===== src/sv/mmepq_pkg.sv =====
// ----------------------------------------------------------------------------
// mmepq_pkg - shared types and constants
// Operation and status codes, controller state and command/status structs
// for the min/max extract priority queue.
// ----------------------------------------------------------------------------
package mmepq_pkg;

    localparam int DEPTH_DEFAULT = 32;
    localparam int OP_W          = 2;
    localparam int VAL_W         = 32;
    localparam int STATUS_W      = 2;
    localparam int COUNT_W       = 6;

    localparam logic [OP_W-1:0] OP_INSERT     = 2'd0;
    localparam logic [OP_W-1:0] OP_REMOVE_MIN = 2'd1;
    localparam logic [OP_W-1:0] OP_REMOVE_MAX = 2'd2;
    localparam logic [OP_W-1:0] OP_CLEAR      = 2'd3;

    localparam logic [STATUS_W-1:0] ST_OK    = 2'd0;
    localparam logic [STATUS_W-1:0] ST_FULL  = 2'd1;
    localparam logic [STATUS_W-1:0] ST_EMPTY = 2'd2;

    typedef enum logic [1:0] {
        S_IDLE,
        S_SCAN,
        S_SHIFT,
        S_FINISH
    } ctrl_state_t;

    // controller -> datapath
    typedef struct packed {
        logic accept;       // latch op, do insert or clear
        logic scan_start;   // reset scan pointer
        logic scan_step;    // issue a read, compare returned entry
        logic shift_start;  // point past the removed entry
        logic shift_step;   // move one entry down
        logic finish;       // load result register
    } dp_cmd_t;

    // datapath -> controller
    typedef struct packed {
        logic need_scan;    // presented op is a remove on a non-empty store
        logic scan_done;
        logic shift_done;
        logic out_free;     // result register can take a new transaction
    } dp_status_t;

endpackage


===== src/sv/min_max_extract_priority_queue.sv =====
// ----------------------------------------------------------------------------
// min_max_extract_priority_queue - double-ended priority queue, top level
// Bounded store of signed 32-bit values kept in insertion order. Supports
// insert, remove-smallest, remove-largest and clear; one result per
// transaction.
// ----------------------------------------------------------------------------
//
//  channel  dir  tdata                        tuser
//  -------  ---  ---------------------------  -------------------------
//  s_       in   [31:0] value_in              [1:0] op
//  m_       out  [31:0] value_out,            [1:0] status
//                [37:32] count, [39:38] zero
//
//  Steps: insert, clear and refused ops take an accept step and a result step.
//  A remove runs the accept step, then a scan pass (one read per entry, the
//  registered read of the entry memory, a done check), then a shift pass
//  that moves each entry after the extreme one place down (none when it is
//  the last entry), then the result step; both passes use the single read port.
//  Reset: synchronous, active low; clears the count and handshakes. Entry
//  contents are not cleared and need no clearing pass.
//  Stalls: a finished result sits in the output register; the next input
//  transaction is taken while it waits, and the new op holds in its final
//  step until m_tready frees the register.
//
module min_max_extract_priority_queue
    import mmepq_pkg::*;
#(
    parameter int DEPTH = DEPTH_DEFAULT
) (
    input  logic        aclk,
    input  logic        aresetn,
    input  logic        s_tvalid,
    output logic        s_tready,
    input  logic [31:0] s_tdata,    // [31:0] value_in
    input  logic [1:0]  s_tuser,    // [1:0] op
    output logic        m_tvalid,
    input  logic        m_tready,
    output logic [39:0] m_tdata,    // [31:0] value_out, [37:32] count, [39:38] zero
    output logic [1:0]  m_tuser     // [1:0] status
);

    dp_cmd_t    cmd;
    dp_status_t st;

    logic [STATUS_W-1:0] res_status;
    logic [VAL_W-1:0]    res_value;
    logic [COUNT_W-1:0]  res_count;

    // sequencer: idle / scan / shift / finish
    mmepq_ctrl u_ctrl (
        .aclk     (aclk),
        .aresetn  (aresetn),
        .s_tvalid (s_tvalid),
        .s_tready (s_tready),
        .st       (st),
        .cmd      (cmd)
    );

    // entry memory, scan compare, shift and result register
    mmepq_datapath #(
        .DEPTH (DEPTH)
    ) u_dp (
        .aclk     (aclk),
        .aresetn  (aresetn),
        .s_op     (s_tuser),
        .s_value  (s_tdata),
        .m_tvalid (m_tvalid),
        .m_tready (m_tready),
        .m_status (res_status),
        .m_value  (res_value),
        .m_count  (res_count),
        .cmd      (cmd),
        .st       (st)
    );

    assign m_tdata = {2'b00, res_count, res_value};
    assign m_tuser = res_status;

endmodule


===== src/sv/mmepq_ctrl.sv =====
// ----------------------------------------------------------------------------
// mmepq_ctrl - sequencing controller
// Accepts one operation at a time, steps the datapath through the scan and
// shift passes of a remove, and hands off the result.
// ----------------------------------------------------------------------------
module mmepq_ctrl
    import mmepq_pkg::*;
(
    input  logic       aclk,
    input  logic       aresetn,
    input  logic       s_tvalid,
    output logic       s_tready,
    input  dp_status_t st,
    output dp_cmd_t    cmd
);

    ctrl_state_t state_reg, state_next;

    always_ff @(posedge aclk) begin
        if (!aresetn) begin
            state_reg <= S_IDLE;
        end else begin
            state_reg <= state_next;
        end
    end

    always_comb begin
        state_next = state_reg;
        cmd        = '0;
        s_tready   = 1'b0;
        case (state_reg)
            S_IDLE: begin
                s_tready = 1'b1;
                if (s_tvalid) begin
                    cmd.accept = 1'b1;
                    if (st.need_scan) begin
                        cmd.scan_start = 1'b1;
                        state_next     = S_SCAN;
                    end else begin
                        state_next = S_FINISH;
                    end
                end
            end
            S_SCAN: begin
                if (st.scan_done) begin
                    cmd.shift_start = 1'b1;
                    state_next      = S_SHIFT;
                end else begin
                    cmd.scan_step = 1'b1;
                end
            end
            S_SHIFT: begin
                if (st.shift_done) begin
                    state_next = S_FINISH;
                end else begin
                    cmd.shift_step = 1'b1;
                end
            end
            S_FINISH: begin
                if (st.out_free) begin
                    cmd.finish = 1'b1;
                    state_next = S_IDLE;
                end
            end
            default: begin
                state_next = S_IDLE;
            end
        endcase
    end

endmodule


===== src/sv/mmepq_datapath.sv =====
// ----------------------------------------------------------------------------
// mmepq_datapath - entry store, scan and shift logic, result register
// One-write, one-read entry memory with registered read data; pointers for
// the extreme-value scan and the tail shift.
// ----------------------------------------------------------------------------
module mmepq_datapath
    import mmepq_pkg::*;
#(
    parameter int DEPTH = DEPTH_DEFAULT
) (
    input  logic                aclk,
    input  logic                aresetn,
    input  logic [OP_W-1:0]     s_op,
    input  logic [VAL_W-1:0]    s_value,
    output logic                m_tvalid,
    input  logic                m_tready,
    output logic [STATUS_W-1:0] m_status,
    output logic [VAL_W-1:0]    m_value,
    output logic [COUNT_W-1:0]  m_count,
    input  dp_cmd_t             cmd,
    output dp_status_t          st
);

    localparam int AW = (DEPTH > 1) ? $clog2(DEPTH) : 1;
    localparam int CW = $clog2(DEPTH + 1);
    localparam logic [CW-1:0] DEPTH_C = CW'(DEPTH);

    logic [VAL_W-1:0] mem [DEPTH];

    logic [CW-1:0]       cnt_reg, cnt_next;
    logic [OP_W-1:0]     op_reg, op_next;
    logic [STATUS_W-1:0] stat_reg, stat_next;
    logic [CW-1:0]       ptr_reg, ptr_next;
    logic                rdv_reg, rdv_next;
    logic [AW-1:0]       rdidx_reg, rdidx_next;
    logic [VAL_W-1:0]    rd_data_reg;
    logic [VAL_W-1:0]    best_reg, best_next;
    logic [AW-1:0]       bidx_reg, bidx_next;
    logic                mv_reg, mv_next;
    logic [STATUS_W-1:0] ms_reg, ms_next;
    logic [VAL_W-1:0]    mval_reg, mval_next;
    logic [COUNT_W-1:0]  mcnt_reg, mcnt_next;

    logic                rd_en;
    logic [AW-1:0]       rd_addr;
    logic                wr_en;
    logic [AW-1:0]       wr_addr;
    logic [VAL_W-1:0]    wr_data;

    logic is_full, is_empty, is_remove, in_remove, take;

    assign is_full   = (cnt_reg >= DEPTH_C);
    assign is_empty  = (cnt_reg == '0);
    assign in_remove = (s_op == OP_REMOVE_MIN) || (s_op == OP_REMOVE_MAX);
    assign is_remove = (op_reg == OP_REMOVE_MIN) || (op_reg == OP_REMOVE_MAX);

    // strict compare keeps the earliest of equal extremes
    always_comb begin
        if (rdidx_reg == '0) begin
            take = 1'b1;
        end else if (op_reg == OP_REMOVE_MAX) begin
            take = $signed(rd_data_reg) > $signed(best_reg);
        end else begin
            take = $signed(rd_data_reg) < $signed(best_reg);
        end
    end

    always_comb begin
        cnt_next   = cnt_reg;
        op_next    = op_reg;
        stat_next  = stat_reg;
        ptr_next   = ptr_reg;
        rdv_next   = rdv_reg;
        rdidx_next = rdidx_reg;
        best_next  = best_reg;
        bidx_next  = bidx_reg;
        mv_next    = mv_reg;
        ms_next    = ms_reg;
        mval_next  = mval_reg;
        mcnt_next  = mcnt_reg;
        rd_en      = 1'b0;
        rd_addr    = ptr_reg[AW-1:0];
        wr_en      = 1'b0;
        wr_addr    = cnt_reg[AW-1:0];
        wr_data    = s_value;

        if (cmd.accept) begin
            op_next   = s_op;
            stat_next = ST_OK;
            case (s_op)
                OP_INSERT: begin
                    if (is_full) begin
                        stat_next = ST_FULL;
                    end else begin
                        wr_en    = 1'b1;
                        cnt_next = cnt_reg + 1'b1;
                    end
                end
                OP_REMOVE_MIN, OP_REMOVE_MAX: begin
                    if (is_empty) begin
                        stat_next = ST_EMPTY;
                    end
                end
                default: begin
                    cnt_next = '0;
                end
            endcase
        end

        if (cmd.scan_start) begin
            ptr_next = '0;
            rdv_next = 1'b0;
        end

        if (cmd.scan_step || cmd.shift_step) begin
            if (ptr_reg < cnt_reg) begin
                rd_en      = 1'b1;
                rdv_next   = 1'b1;
                rdidx_next = ptr_reg[AW-1:0];
                ptr_next   = ptr_reg + 1'b1;
            end else begin
                rdv_next = 1'b0;
            end
        end

        if (cmd.scan_step && rdv_reg && take) begin
            best_next = rd_data_reg;
            bidx_next = rdidx_reg;
        end

        if (cmd.shift_start) begin
            ptr_next = CW'(bidx_reg) + 1'b1;
            rdv_next = 1'b0;
        end

        // entry read last cycle moves one place down
        if (cmd.shift_step && rdv_reg) begin
            wr_en   = 1'b1;
            wr_addr = rdidx_reg - 1'b1;
            wr_data = rd_data_reg;
        end

        if (m_tready) begin
            mv_next = 1'b0;
        end
        if (cmd.finish) begin
            mv_next = 1'b1;
            ms_next = stat_reg;
            if (is_remove && stat_reg == ST_OK) begin
                mval_next = best_reg;
                cnt_next  = cnt_reg - 1'b1;
                mcnt_next = COUNT_W'(cnt_reg - 1'b1);
            end else begin
                mval_next = '0;
                mcnt_next = COUNT_W'(cnt_reg);
            end
        end
    end

    always_ff @(posedge aclk) begin
        if (!aresetn) begin
            cnt_reg <= '0;
            rdv_reg <= 1'b0;
            mv_reg  <= 1'b0;
        end else begin
            cnt_reg <= cnt_next;
            rdv_reg <= rdv_next;
            mv_reg  <= mv_next;
        end
    end

    always_ff @(posedge aclk) begin
        op_reg    <= op_next;
        stat_reg  <= stat_next;
        ptr_reg   <= ptr_next;
        rdidx_reg <= rdidx_next;
        best_reg  <= best_next;
        bidx_reg  <= bidx_next;
        ms_reg    <= ms_next;
        mval_reg  <= mval_next;
        mcnt_reg  <= mcnt_next;
    end

    always_ff @(posedge aclk) begin
        if (wr_en) begin
            mem[wr_addr] <= wr_data;
        end
        if (rd_en) begin
            rd_data_reg <= mem[rd_addr];
        end
    end

    assign st.need_scan  = in_remove && !is_empty;
    assign st.scan_done  = (ptr_reg >= cnt_reg) && !rdv_reg;
    assign st.shift_done = (ptr_reg >= cnt_reg) && !rdv_reg;
    assign st.out_free   = !mv_reg || m_tready;

    assign m_tvalid = mv_reg;
    assign m_status = ms_reg;
    assign m_value  = mval_reg;
    assign m_count  = mcnt_reg;

endmodule

===== config.mk =====
export PLATFORM = sky130hd
export DESIGN_NAME = min_max_extract_priority_queue
export DESIGN_NICKNAME = d
export VERILOG_FILES = /design/src/sv/mmepq_pkg.sv /design/src/sv/min_max_extract_priority_queue.sv /design/src/sv/mmepq_ctrl.sv /design/src/sv/mmepq_datapath.sv
export SDC_FILE = /design/constraint.sdc
export NUM_CORES = 1
export LEC_CHECK = 0
export BUFFER_PORTS_ARGS = -buffer_cell sky130_fd_sc_hd__buf_2
export CAP_MARGIN = 20
export CORE_MARGIN = 2
export CORE_UTILIZATION = 40
export DETAILED_ROUTE_END_ITERATION = 16
export HOLD_SLACK_MARGIN = 0.06
export PLACE_DENSITY = 0.59
export RECOVER_POWER = 100
export SYNTH_ARGS = -nofsm -noshare
export SYNTH_HDL_FRONTEND = slang
export SYNTH_SLANG_ARGS = --single-unit

===== constraint.sdc =====
create_clock -name aclk -period 4.25 [get_ports aclk]
set_input_delay 0.6375 -clock aclk [delete_from_list [all_inputs] [get_ports aclk]]
set_output_delay 0.6375 -clock aclk [all_outputs]
set_load 0.03 [all_outputs]

== Yosys cells after proc, flatten, opt, wreduce, memory -nomap -nowiden ==
Memory sizes are Yosys's and may differ from the RTL's. A register that Yosys moved wholly into a read port is not among the register bits.
Index checks and enable logic that the tools add are counted.
Widths: inputs -> output; s select.

* Flip-flop bits (word level): 102
* RAM bits: 1,024
* Input bits: 38
* Output and inout port bits: 44
* Word-level logic and storage cells: 105
* Memories: 1

{| class="wikitable"
|+ Memories
! name !! depth !! width !! read ports !! clocked after Yosys merged registers in !! write ports !! RTL line !! RTL
|-
| u_dp.mem || 32 || 32 || 1 || 1 || 1 || mmepq_datapath.sv:28 || <nowiki>logic [VAL_W-1:0] mem [DEPTH];</nowiki>
|}

* Add/subtract/negate cells: 5
* $lt $le $gt $ge: 5
* Equal/unequal tests: 11
* Mux-type cells: 45
* Bitwise gates (word level): 1
* Reductions and logical operators: 24

{| class="wikitable"
|+ Operator list
! kind !! number
|-
| $mux 6 || 9
|-
| $gt 32x32->1 || 1
|-
| $lt 32x32->1 || 1
|-
| $mux 32 || 1
|-
| $mux 1 || 22
|-
| $mux 2 || 9
|-
| $add 6x1->6 const B || 2
|-
| $pmux 6 s2 || 1
|-
| $eq 2x2->1 const B || 4
|-
| $ne 2x2->1 const B || 4
|-
| $pmux 2 s4 || 1
|-
| $add 5x1->6 const B || 1
|-
| $eq 2x1->1 const B || 3
|-
| $ge 6x6->1 || 1
|-
| $ge 6x6->1 const B || 1
|-
| $logic_and 1x1->1 || 6
|-
| $logic_not 2->1 || 3
|-
| $logic_not 6->1 || 1
|-
| $lt 6x6->1 || 1
|-
| $sub 6x1->6 const B || 1
|-
| $logic_not 5->1 || 1
|-
| $mux 5 || 1
|-
| $sub 5x1->5 const B || 1
|-
| $logic_or 1x1->1 || 4
|-
| 7 further kinds || 11
|}

== Depth between registers and ports, before layout ==
Gate-level depths: netlist of run 1.

* Word-level depth: 10
* Gate-level depth with buffers: 12
* Depth with buffers taken out: 9

== Modules after synthesis ==
Synthesis of run 1 repeated with hierarchy kept, for this count alone.

* Cell total of the unflattened synthesis: 2,035
* Area, all modules: 45,531.2 sq um

{| class="wikitable"
|+ By module, submodules not included
! module !! instances !! cells an instance !! area an instance (sq um) !! sequential area each (sq um)
|-
| mmepq_datapath || 1 || 2,007 || 45,274.7 || 34,573.2
|-
| mmepq_ctrl || 1 || 25 || 237.7 || 40.0
|-
| min_max_extract_priority_queue || 1 || 3 || 18.8 || 0.0
|}

== Worst setup path before layout of run 1 ==
Ideal clock, no wire load.

* Path kind: flip-flop to flip-flop
* Start: reg u_dp.rd_data_reg[14], read port of u_dp.mem
* End: reg u_dp.best_reg[0] (enable)
* Library setup time: 454 ps
* Arrival: 3,923 ps
* Required time: 3,796 ps
* Slack: -127 ps
* Stages on the path, launching flop included: 9
* Path buffers: 0
* Period minus slack after synthesis: 4,377 ps
* Cells stage by stage: edfxtp_1 > ha_1 > a21oi_1 > nand2_1 > a21o_1 > o41a_1 > o21a_1 > or3_1 > a31oi_1

* Word-level cells in the longest chain between the ends: 4

{| class="wikitable"
|+ RTL lines
! element !! RTL line !! RTL
|-
| start: declaration || mmepq_datapath.sv:36 || <nowiki>logic [VAL_W-1:0] rd_data_reg;</nowiki>
|-
| $lt 32x32->1 / $gt 32x32->1 (equally long branches) || mmepq_datapath.sv:64, mmepq_datapath.sv:62 ||
|-
| $mux 1 (*) || mmepq_datapath.sv:61 || <nowiki>end else if (op_reg == OP_REMOVE_MAX) begin</nowiki>
|-
| $mux 1 (*) || mmepq_datapath.sv:59 || <nowiki>if (rdidx_reg == '0) begin</nowiki>
|-
| $logic_and 1x1->1 (*) || mmepq_datapath.sv:126 || <nowiki>if (cmd.scan_step && rdv_reg && take) begin</nowiki>
|-
| end signal: assignment || mmepq_datapath.sv:177 || <nowiki>best_reg <= best_next;</nowiki>
|-
| end: declaration || mmepq_datapath.sv:37 || <nowiki>logic [VAL_W-1:0] best_reg, best_next;</nowiki>
|}

Every way passes the cells marked *; elsewhere a longest branch is shown, timed or not.
A chain may end at the register's enable or synchronous reset.

== Final worst setup path of run 1 ==
* Start: reg u_ctrl.state_reg[0]
* End: mem u_dp.mem[13][14] (enable)

* Word-level cells in the longest chain between the ends: 6

{| class="wikitable"
|+ RTL lines
! element !! RTL line !! RTL
|-
| start: declaration || mmepq_ctrl.sv:17 || <nowiki>ctrl_state_t state_reg, state_next;</nowiki>
|-
| start signal: assignment || mmepq_ctrl.sv:23 || <nowiki>state_reg <= state_next;</nowiki>
|-
| $logic_not 2->1 / $eq 2x2->1 (equally long branches) || mmepq_ctrl.sv:31 || <nowiki>case (state_reg)</nowiki>
|-
| $mux 2 / $mux 1 (equally long branches) || mmepq_ctrl.sv:31 ||
|-
| $mux 1 / $logic_and 1x1->1 (equally long branches) || mmepq_datapath.sv:87, mmepq_datapath.sv:137 ||
|-
| $mux 1 || mmepq_datapath.sv:137 || <nowiki>if (cmd.shift_step && rdv_reg) begin</nowiki>
|-
| $mux 1 || mmepq_datapath.sv:185 || <nowiki>if (wr_en) begin</nowiki>
|-
| $mux 1 (not written as such) || mmepq_datapath.sv:186 || <nowiki>mem[wr_addr] <= wr_data;</nowiki>
|-
| end: declaration || mmepq_datapath.sv:28 ||
|}

Several ways; a longest one is shown, not always the timed one.

==> results_dict.tcl, run 1 <==
set metrics [dict create \
    outcome "complete, but fails checks" \
    violations "max-capacitance violations, max-slew violations" \
    grt_pass1_wl_mm 158.3 \
    placed_area_sq_um 48490 \
    yosysTopAreaCellShare_pct 75.39 \
    drc 0 \
    routedWlPerCell_um 29.12 \
    path_cells "inv_1 > ha_1 > and2_0 > and3_1 > a31oi_2 > buf_4 > nor2_1 > buf_12" \
    drt_iter0_markers 2430 \
    p_per_area_nw_per_um2 615.1 \
    die_height_um 341.2 \
    fin_ws_ns 0.3273 \
    critPathCaptureType "register" \
    p_leak_nw 16.24 \
    crit_fanout 28 \
    syn_area_sq_um 45490 \
    ir_worst_vdd_mv 0.4074 \
    cts_tree "built" \
    largest_register "u_dp.mem" \
    grt_pass1_vias 22100 \
    hold_end "u_dp.op_reg[1]" \
    post_synth_fa_ha_maj_area_fraction_pct 1.430 \
    ant_nets 0 \
    clk_path_buf_depth 3 \
    hold_path_depth 1 \
    rsz0062_at_grt "false" \
    hold-worst-slack_ns 0.2216 \
    core_area_sq_um 112700 \
    synthTopCellsByArea "edfxtp_1 (75%), mux4_2 (16%), mux2_2 (1.6%)" \
    r2r_start "u_ctrl.state_reg[0]" \
    final-max-slew-violation-count 141 \
    numCtsBuffers 116 \
    dr.pass1.iters 6 \
    routed-via-count 21530 \
    io_pins 82 \
    synth_top_family_by_area "multiplexers" \
    synth.distinct_cells 51 \
    largest_reg_flops 1024 \
    final_common_cell "edfxtp_1" \
    muxShareOfSynthArea_pct 17.43 \
    antennaDiodeCount 0 \
    ys_async_sr_fraction_pct 0 \
    max_freq_ghz 0.2549 \
    syn_area_per_cell_sq_um 22.32 \
    r2r_cells 8 \
    ys.flop_type "edfxtp_1" \
    finalHoldViolCount 0 \
    initial_core_util_pct 40.38 \
    rows 123 \
    timing.rr.end "u_dp.mem[13][14]" \
    cts_sinks 1158 \
    cts_resized 0 \
    final_cell_mix "edfxtp_1 (1142), mux4_2 (320), clkbuf_16 (120), clkbuf_1 (81), inv_1 (53)" \
    grt_antenna_before_repair 2 \
    track_usage_pct 19.09 \
    synth_largest_area_cell "edfxtp_1" \
    clock_latency_ns 0.69 \
    netlist_instances 2038 \
    min_path_type "in2reg" \
    grt_overflow 0 \
    drv_cap 5 \
    slew-limit-headroom_pct -35.75 \
    portBuffers 79 \
    synth_xor_area_share_pct 0.2503 \
    post-route-min-period_ns 3.923 \
    drive_gt1_share_pct 27.57 \
    cts_hold_buf 0 \
    final_area_sq_um 52000 \
    tightest_slew_ns 2.036 \
    cp_top_family "simple AND/OR/NAND/NOR gates" \
    synth_edf_count 1142 \
    cts_max_level 3 \
    cp.arrival_ns 4.27 \
    start_kind "register" \
    r2r_setup_slack_ns 0.33 \
    synth-simple-area-share_pct 2.096 \
    grt_max_degree 80 \
    dieArea_sq_um 116400 \
    dpl.hpwl_mm 62.53 \
    vias_per_cell 5.666 \
    min_period_over_period_pct 92.30 \
    utilization_pct 46.16 \
    holdCritStartpoint "s_tuser[1]" \
    crit_slowest_cell "and2_0" \
    dp_slack_ns 0.6486 \
    wl_mm 110.7 \
    synth_compound_area_share_pct 1.268 \
    cp.required_ns 4.59 \
    ys_seq_area_share_pct 76.09 \
    postCtsSetupBuffers 0 \
    tns_ns 0 \
    fin_worst_skew_ns 0.02224 \
    finalSetupViolations 0 \
    synth_seq_cells 1158 \
    area_growth_pct 14.32 \
    gp_congestion 0.8217 \
    cts-root-buf "clkbuf_16" \
    slowest_delay_ns 1.36 \
    crit_type "reg2reg" \
    final_nets 2293 \
    die_width_um 341.2 \
    cp.buffers_inverters 3 \
    cts.clk_slew.worst_paths_ns 0.06 \
    ys_warn_count 0 \
]
==> report_power, final <==
group | internal [mW] | switching [mW]
sequential | 13.3 | 0.521
clock | 5.99 | 4.27
combinational | 3.82 | 4.07
==> per-stage QoR <==
step,std cells,total power [mW]
CTS,3800,32.36
global placement,3585,22.03
global route,3800,33.18
floorplan,2039,19.58
detailed placement,3585,22.12
finish,3800,31.99
==> cells by family (layout without fill, tap and decap cells) <==
| kind of cell | count (synthesis) | in the layout |
|---|---|---|
| compound gates | 86 | 86 |
| xor+xnor | 13 | 13 |
| fa+ha+maj | 52 | 52 |
| buf+inv | 153 | 414 |
| flops | 1158 | 1158 |
| mux | 384 | 384 |
| other cells | 1 | 2 |
| simple gates | 191 | 191 |
==> worst register-to-register path, stage by stage, from the launching register on <==
cell,delay [ns]
dfxtp_1,0.33
inv_1,0.09
ha_1,0.26
and2_0,1.36
and3_1,0.33
a31oi_2,0.12
buf_4,0.27
nor2_1,0.40
buf_12,0.36
==> cells in the mapped netlist (15+ instances only) <==
cell type / count
edfxtp_1: 1142
mux4_2: 320
mux2_2: 63
clkbuf_1: 57
nor2_1: 55
inv_1: 53
ha_1: 52
nand2_1: 36
and2_1: 34
a21oi_1: 27
buf_2: 24
dfxtp_1: 16
nand3_1: 15
==> worst max-delay path by stage <==
| stage | depth (start not counted) | endpoint | slack (ns) | start |
|---|---|---|---|---|
| finish | 8 | u_dp.mem[13][14] | 0.33 | u_ctrl.state_reg[0] |
| detailed placement | 8 | u_dp.mem[27][12] | 0.65 | s_tuser[0] |
| global placement | 8 | u_dp.mem[27][11] | 0.76 | s_tuser[0] |
| global route | 7 | u_dp.cnt_reg[2] | 0.25 | u_dp.op_reg[1] |
| CTS | 9 | u_dp.best_reg[9] | 0.82 | u_dp.rd_data_reg[14] |
| floorplan | 8 | u_dp.mem[9][0] | 0.58 | u_ctrl.state_reg[0] |
==> layer usage <==
| layer | GRT usage [%] | vias to the layer above | wire length, um |
|---|---|---|---|
| met5 | 0 | - | 0 |
| li1 | - | 8875 | - |
| met3 | 4.106 | 175 | 8292 |
| met1 | 26.84 | 11570 | 46760 |
| met2 | 29.80 | 906 | 51800 |
| met4 | 6.360 | 0 | 3808 |
==> final cells by class <==
class,count,area (sq um)
Clock buffer,146,3100
Timing Repair Buffer,146,1095
Sequential cell,1158,34630
Tap cell,1500,1877
Multi-Input combinational cell,728,10390
Clock inverter,69,713.2
Inverter,53,198.9
Fill cell,9286,60650
(Power assumes the default switching activity.)
==> run 2: changes to the inputs <==
- RECOVER_POWER: 100 -> default
- SKIP_CTS_REPAIR_TIMING: default -> 1
- SLEW_MARGIN: default -> 10
==> run 2 against run 1 <==
The run now ends clean. Setup slack better by 0.49 ns. First-iteration DRC count down 2.8%. Total power up 0.18%. Non-clock buffer count unchanged. Via count down 0.55%. Worst hold slack worse by 0.053 ns. Die area unchanged. Highest routed layer unchanged. Global-route usage unchanged. Fmax up 14%.
==> results_dict.tcl, run 2 (synthesized netlist as in run 1, its figures left out) <==
set metrics [dict create \
    post-route-min-period_ns 3.433 \
    slew-limit-headroom_pct 30.19 \
    max_freq_ghz 0.2913 \
    cp_top_family "simple AND/OR/NAND/NOR gates" \
    drive_gt1_share_pct 32.00 \
    grt_pass1_vias 22100 \
    initial_core_util_pct 40.38 \
    ff_latch_area_sq_um 34630 \
    drt_iter0_markers 2361 \
    cp.arrival_ns 3.83 \
    final-max-slew-violation-count 0 \
    dieArea_sq_um 116400 \
    slowest_delay_ns 0.75 \
    fillers 9226 \
    vias_per_cell 5.633 \
    dp_slack_ns 0.6486 \
    ir_worst_vdd_mv 0.4084 \
    min_path_type "in2reg" \
    cts_max_level 3 \
    track_usage_pct 19.09 \
    critPathCaptureType "register" \
    grt_overflow 0 \
    r2r_setup_slack_ns 0.82 \
    final_nets 2293 \
    wl_mm 110.7 \
    path_cells "inv_1 > ha_1 > nand2_1 > nor2_1 > a21oi_1 > inv_1 > nor2_1 > nand2_1 > nor2_4 > buf_12" \
    fin_worst_skew_ns 0.02046 \
    clk_path_buf_depth 3 \
    power_mw 32.05 \
    drv_cap 0 \
    outcome "finished clean" \
    tightest_slew_ns 1.044 \
    numCtsBuffers 116 \
    final_area_sq_um 52300 \
    rsz0062_at_grt "false" \
    routed-via-count 21410 \
    final_cell_mix "edfxtp_1 (1142), mux4_2 (320), clkbuf_16 (120), buf_2 (79), mux2_2 (63)" \
    rows 123 \
    tns_ns 0 \
    finalSetupViolations 0 \
    grt_pass1_wl_mm 158.3 \
    drc 0 \
    die_width_um 341.2 \
    cts_tree "built" \
    final_cell_count_no_fill 3801 \
    io_pins 82 \
    placed_area_sq_um 48490 \
    cts_sinks 1158 \
    crit_fanout 17 \
    die_height_um 341.2 \
    start_kind "register" \
    cp.required_ns 4.64 \
    largest_register "u_dp.mem" \
    p_leak_nw 16.45 \
    cts-root-buf "clkbuf_16" \
    gp_congestion 0.8217 \
    crit_slowest_cell "nor2_4" \
    cp.buffers_inverters 3 \
    largest_reg_flops 1024 \
    area_growth_pct 14.98 \
    placed_cells 3585 \
    multi_input_area_sq_um 10520 \
    fin_ws_ns 0.8171 \
    finalHoldViolCount 0 \
    clock_latency_ns 0.70 \
    min_period_over_period_pct 80.77 \
    ant_nets 0 \
    p_per_area_nw_per_um2 612.7 \
    crit_type "reg2reg" \
    dr.pass1.iters 6 \
    portBuffers 79 \
    core_area_sq_um 112700 \
    grt_max_degree 80 \
    grt_antenna_before_repair 2 \
    final_common_cell "edfxtp_1" \
    routedWlPerCell_um 29.11 \
    cts.clk_slew.worst_paths_ns 0.06 \
    dpl.hpwl_mm 62.53 \
]
==> run 2: worst paths after layout <==
kind / start / end / depth (start not counted)
min: s_tuser[1] / u_dp.op_reg[1] / 1
max reg2reg: u_ctrl.state_reg[0] / u_dp.mem[17][18] / 10
min reg2reg: u_dp.rd_data_reg[0] / u_dp.best_reg[0] / 0
max: u_ctrl.state_reg[0] / u_dp.mem[17][18] / 10
==> run 2: power breakdown <==
group | switching, mW | internal (mW) | leakage (nW)
Clock | 4.26 | 5.99 | 1.86
Combinational | 4.10 | 3.87 | 4.17
Sequential | 0.518 | 13.3 | 10.4
Total | 8.88 | 23.2 | 16.4
==> run 2: stage by stage <==
step | utilization, % | hold slack [ns]
3_5_place_dp | 43.04 | 0.4581
4_1_cts | 46.43 | 0.1237
5_1_grt | 46.43 | 0.1417
6_report | 46.43 | 0.1686
2_1_floorplan | - | 0.4264
3_3_place_gp | 43.04 | 0.4459
==> run 2: routing by layer <==
metal	global-route usage [%]	part of all wire, %	vias up
met2	29.80	47	808
met1	26.84	43	11570
met3	4.106	6.8	157
li1	-	-	8877
met4	6.360	3.2	0
met5	0	0	-
==> run 2: cell type report <==
cell class | instances | share of cell area, %
Antenna cell | 1 | 0.004784
Clock buffer | 146 | 5.928
Clock inverter | 69 | 1.364
Inverter | 53 | 0.3804
Multi-Input combinational cell | 728 | 20.11
Sequential cell | 1158 | 66.21
Tap cell | 1500 | 3.588
Timing Repair Buffer | 146 | 2.411
==> run 3: changes to the inputs <==
- clock period: 4.25 -> 3.1 ns (I/O delays scaled with it)
==> run 3 against run 2 <==
Cell count rose by 2.8%. Sequential share of layout area shrank 1.8 points. Highest routed layer is now met5. The run now ends with negative setup slack left. Sequential power grew 36%. Critical path depth stayed put. Sequential cell count did not move. Critical path type unchanged. Core utilization up 1.3 points.
==> results_dict.tcl, run 3 (synthesized netlist as in run 1, its figures left out) <==
set metrics [dict create \
    fin_worst_skew_ns 0.02164 \
    combinationalPowerShare_pct 26.8 \
    holdCritStartpoint "m_tready" \
    fillers 9189 \
    core_area_sq_um 112700 \
    cp.arrival_ns 3.54 \
    clockPowerShare_pct 30.6 \
    gp_congestion 0.7890 \
    drv_cap 0 \
    startpoint "u_dp.rd_data_reg[13]" \
    cts_sinks 1158 \
    cts_max_level 3 \
    tightest_slew_ns 1.164 \
    dr.pass1.iters 5 \
    cts.clk_slew.worst_paths_ns 0.06 \
    hold-worst-slack_ns 0.1058 \
    vias_per_cell 5.613 \
    max_freq_ghz 0.3184 \
    intPower_mw 31.79 \
    die_width_um 341.2 \
    final_cell_mix "edfxtp_1 (1142), mux4_2 (320), clkbuf_16 (120), buf_4 (93), buf_12 (85)" \
    largest_register "u_dp.mem" \
    critPathCaptureType "register" \
    min_period_over_period_pct 101.3 \
    switching_share_pct 27.42 \
    p_per_area_nw_per_um2 814.5 \
    cp.required_ns 3.50 \
    drc 0 \
    numCtsBuffers 115 \
    ant_nets 0 \
    clk_path_buf_depth 3 \
    grt_pass1_vias 22480 \
    r2r_start "u_dp.rd_data_reg[13]" \
    dpl.hpwl_mm 67.33 \
    drive_gt1_share_pct 35.42 \
    violations "negative setup slack" \
    power.switching_mw 12.01 \
    drt_iter0_markers 2651 \
    initial_core_util_pct 40.38 \
    final_common_cell "edfxtp_1" \
    grt_overflow 0 \
    post-route-min-period_ns 3.141 \
    outcome "complete, but fails checks" \
    rsz0062_at_grt "true" \
    min_path_type "in2reg" \
    tns_ns -1.248 \
    grt_pass1_wl_mm 163.7 \
    dp_slack_ns -0.01170 \
    dieArea_sq_um 116400 \
    grt_antenna_before_repair 10 \
    cts-root-buf "clkbuf_16" \
    grt_max_degree 93 \
    die_height_um 341.2 \
    fin_ws_ns -0.04093 \
    crit_fanout 11 \
    area_growth_pct 18.23 \
    pwr-share-seq_pct 42.6 \
    rows 123 \
    final-max-slew-violation-count 0 \
    finalSetupViolations 37 \
    wl_mm 113.9 \
    start_kind "register" \
    antennaDiodeCount 0 \
    clock_latency_ns 0.70 \
    track_usage_pct 19.61 \
    portBuffers 79 \
    slew-limit-headroom_pct 22.41 \
    finalHoldViolCount 0 \
    ir_worst_vdd_mv 0.5240 \
    final_nets 2409 \
    cts_tree "built" \
    routed-via-count 21930 \
    routedWlPerCell_um 29.14 \
    largest_reg_flops 1024 \
    io_pins 82 \
    p_leak_nw 17.11 \
    crit_type "reg2reg" \
]
[run 3: critical path, cell delays in order (launching register included)]
cell and delay (ns):
edfxtp_1 0.42, ha_1 0.33, nand4_1 0.17, nor3_2 0.07, a21boi_1 0.13, o41a_1 0.55, o21a_1 0.23, or3_4 0.37
a31oi_4 0.21, buf_4 0.17, clkbuf_16 0.17
[run 3: metal layers]
layer  up-vias  wire length [um]  global-route usage, %
li1       9112                 -                      -
met1     11830             49770                  29.02
met2       877             54380                  31.04
met3       112              8163                  3.061
met4         2              1532                  4.038
met5         -                16                      0
[run 3: final cells by class]
class	count	area (sq um)	area share (%)
clock buffers	141	3018	5.612
flip-flops and latches	1158	34630	64.39
well taps	1500	1877	3.490
repair buffers	263	2905	5.402
inverters	53	198.9	0.3699
clock inverters	65	586.8	1.091
multi-input cells	728	10560	19.64
[run 3: power by group through the flow]
stage               combinational [mW]  clock, mW  sequential (mW)
floorplan                         8.03          0             18.9
global placement                  11.7          0             18.9
detailed placement                11.8          0             19.0
CTS                               11.9       13.7             18.7
global route                      12.5       14.3             18.7
finish                            11.7       13.4             18.7
[run 3: through the flow]
stage | utilization (%) | power, mW | instances | cell area (sq um)
after CTS | 47.58 | 44.19 | 3896 | 53600
after global routing | 47.74 | 45.52 | 3908 | 53780
after detailed placement | 44.38 | 30.78 | 3690 | 49990
after floorplan | - | 26.89 | 2039 | 45620
final | 47.74 | 43.80 | 3908 | 53780
after global placement | 44.38 | 30.67 | 3690 | 49990
[run 3: path summary, 6_finish.rpt]
path                                    endpoint  slack [ns]  depth (start not counted)
worst max-delay path            u_dp.best_reg[3]       -0.04                         10
worst min-delay path               u_dp.m_tvalid        0.11                          3
worst max register to register  u_dp.best_reg[3]       -0.04                         10
worst min register to register  u_dp.best_reg[0]        0.45                          0
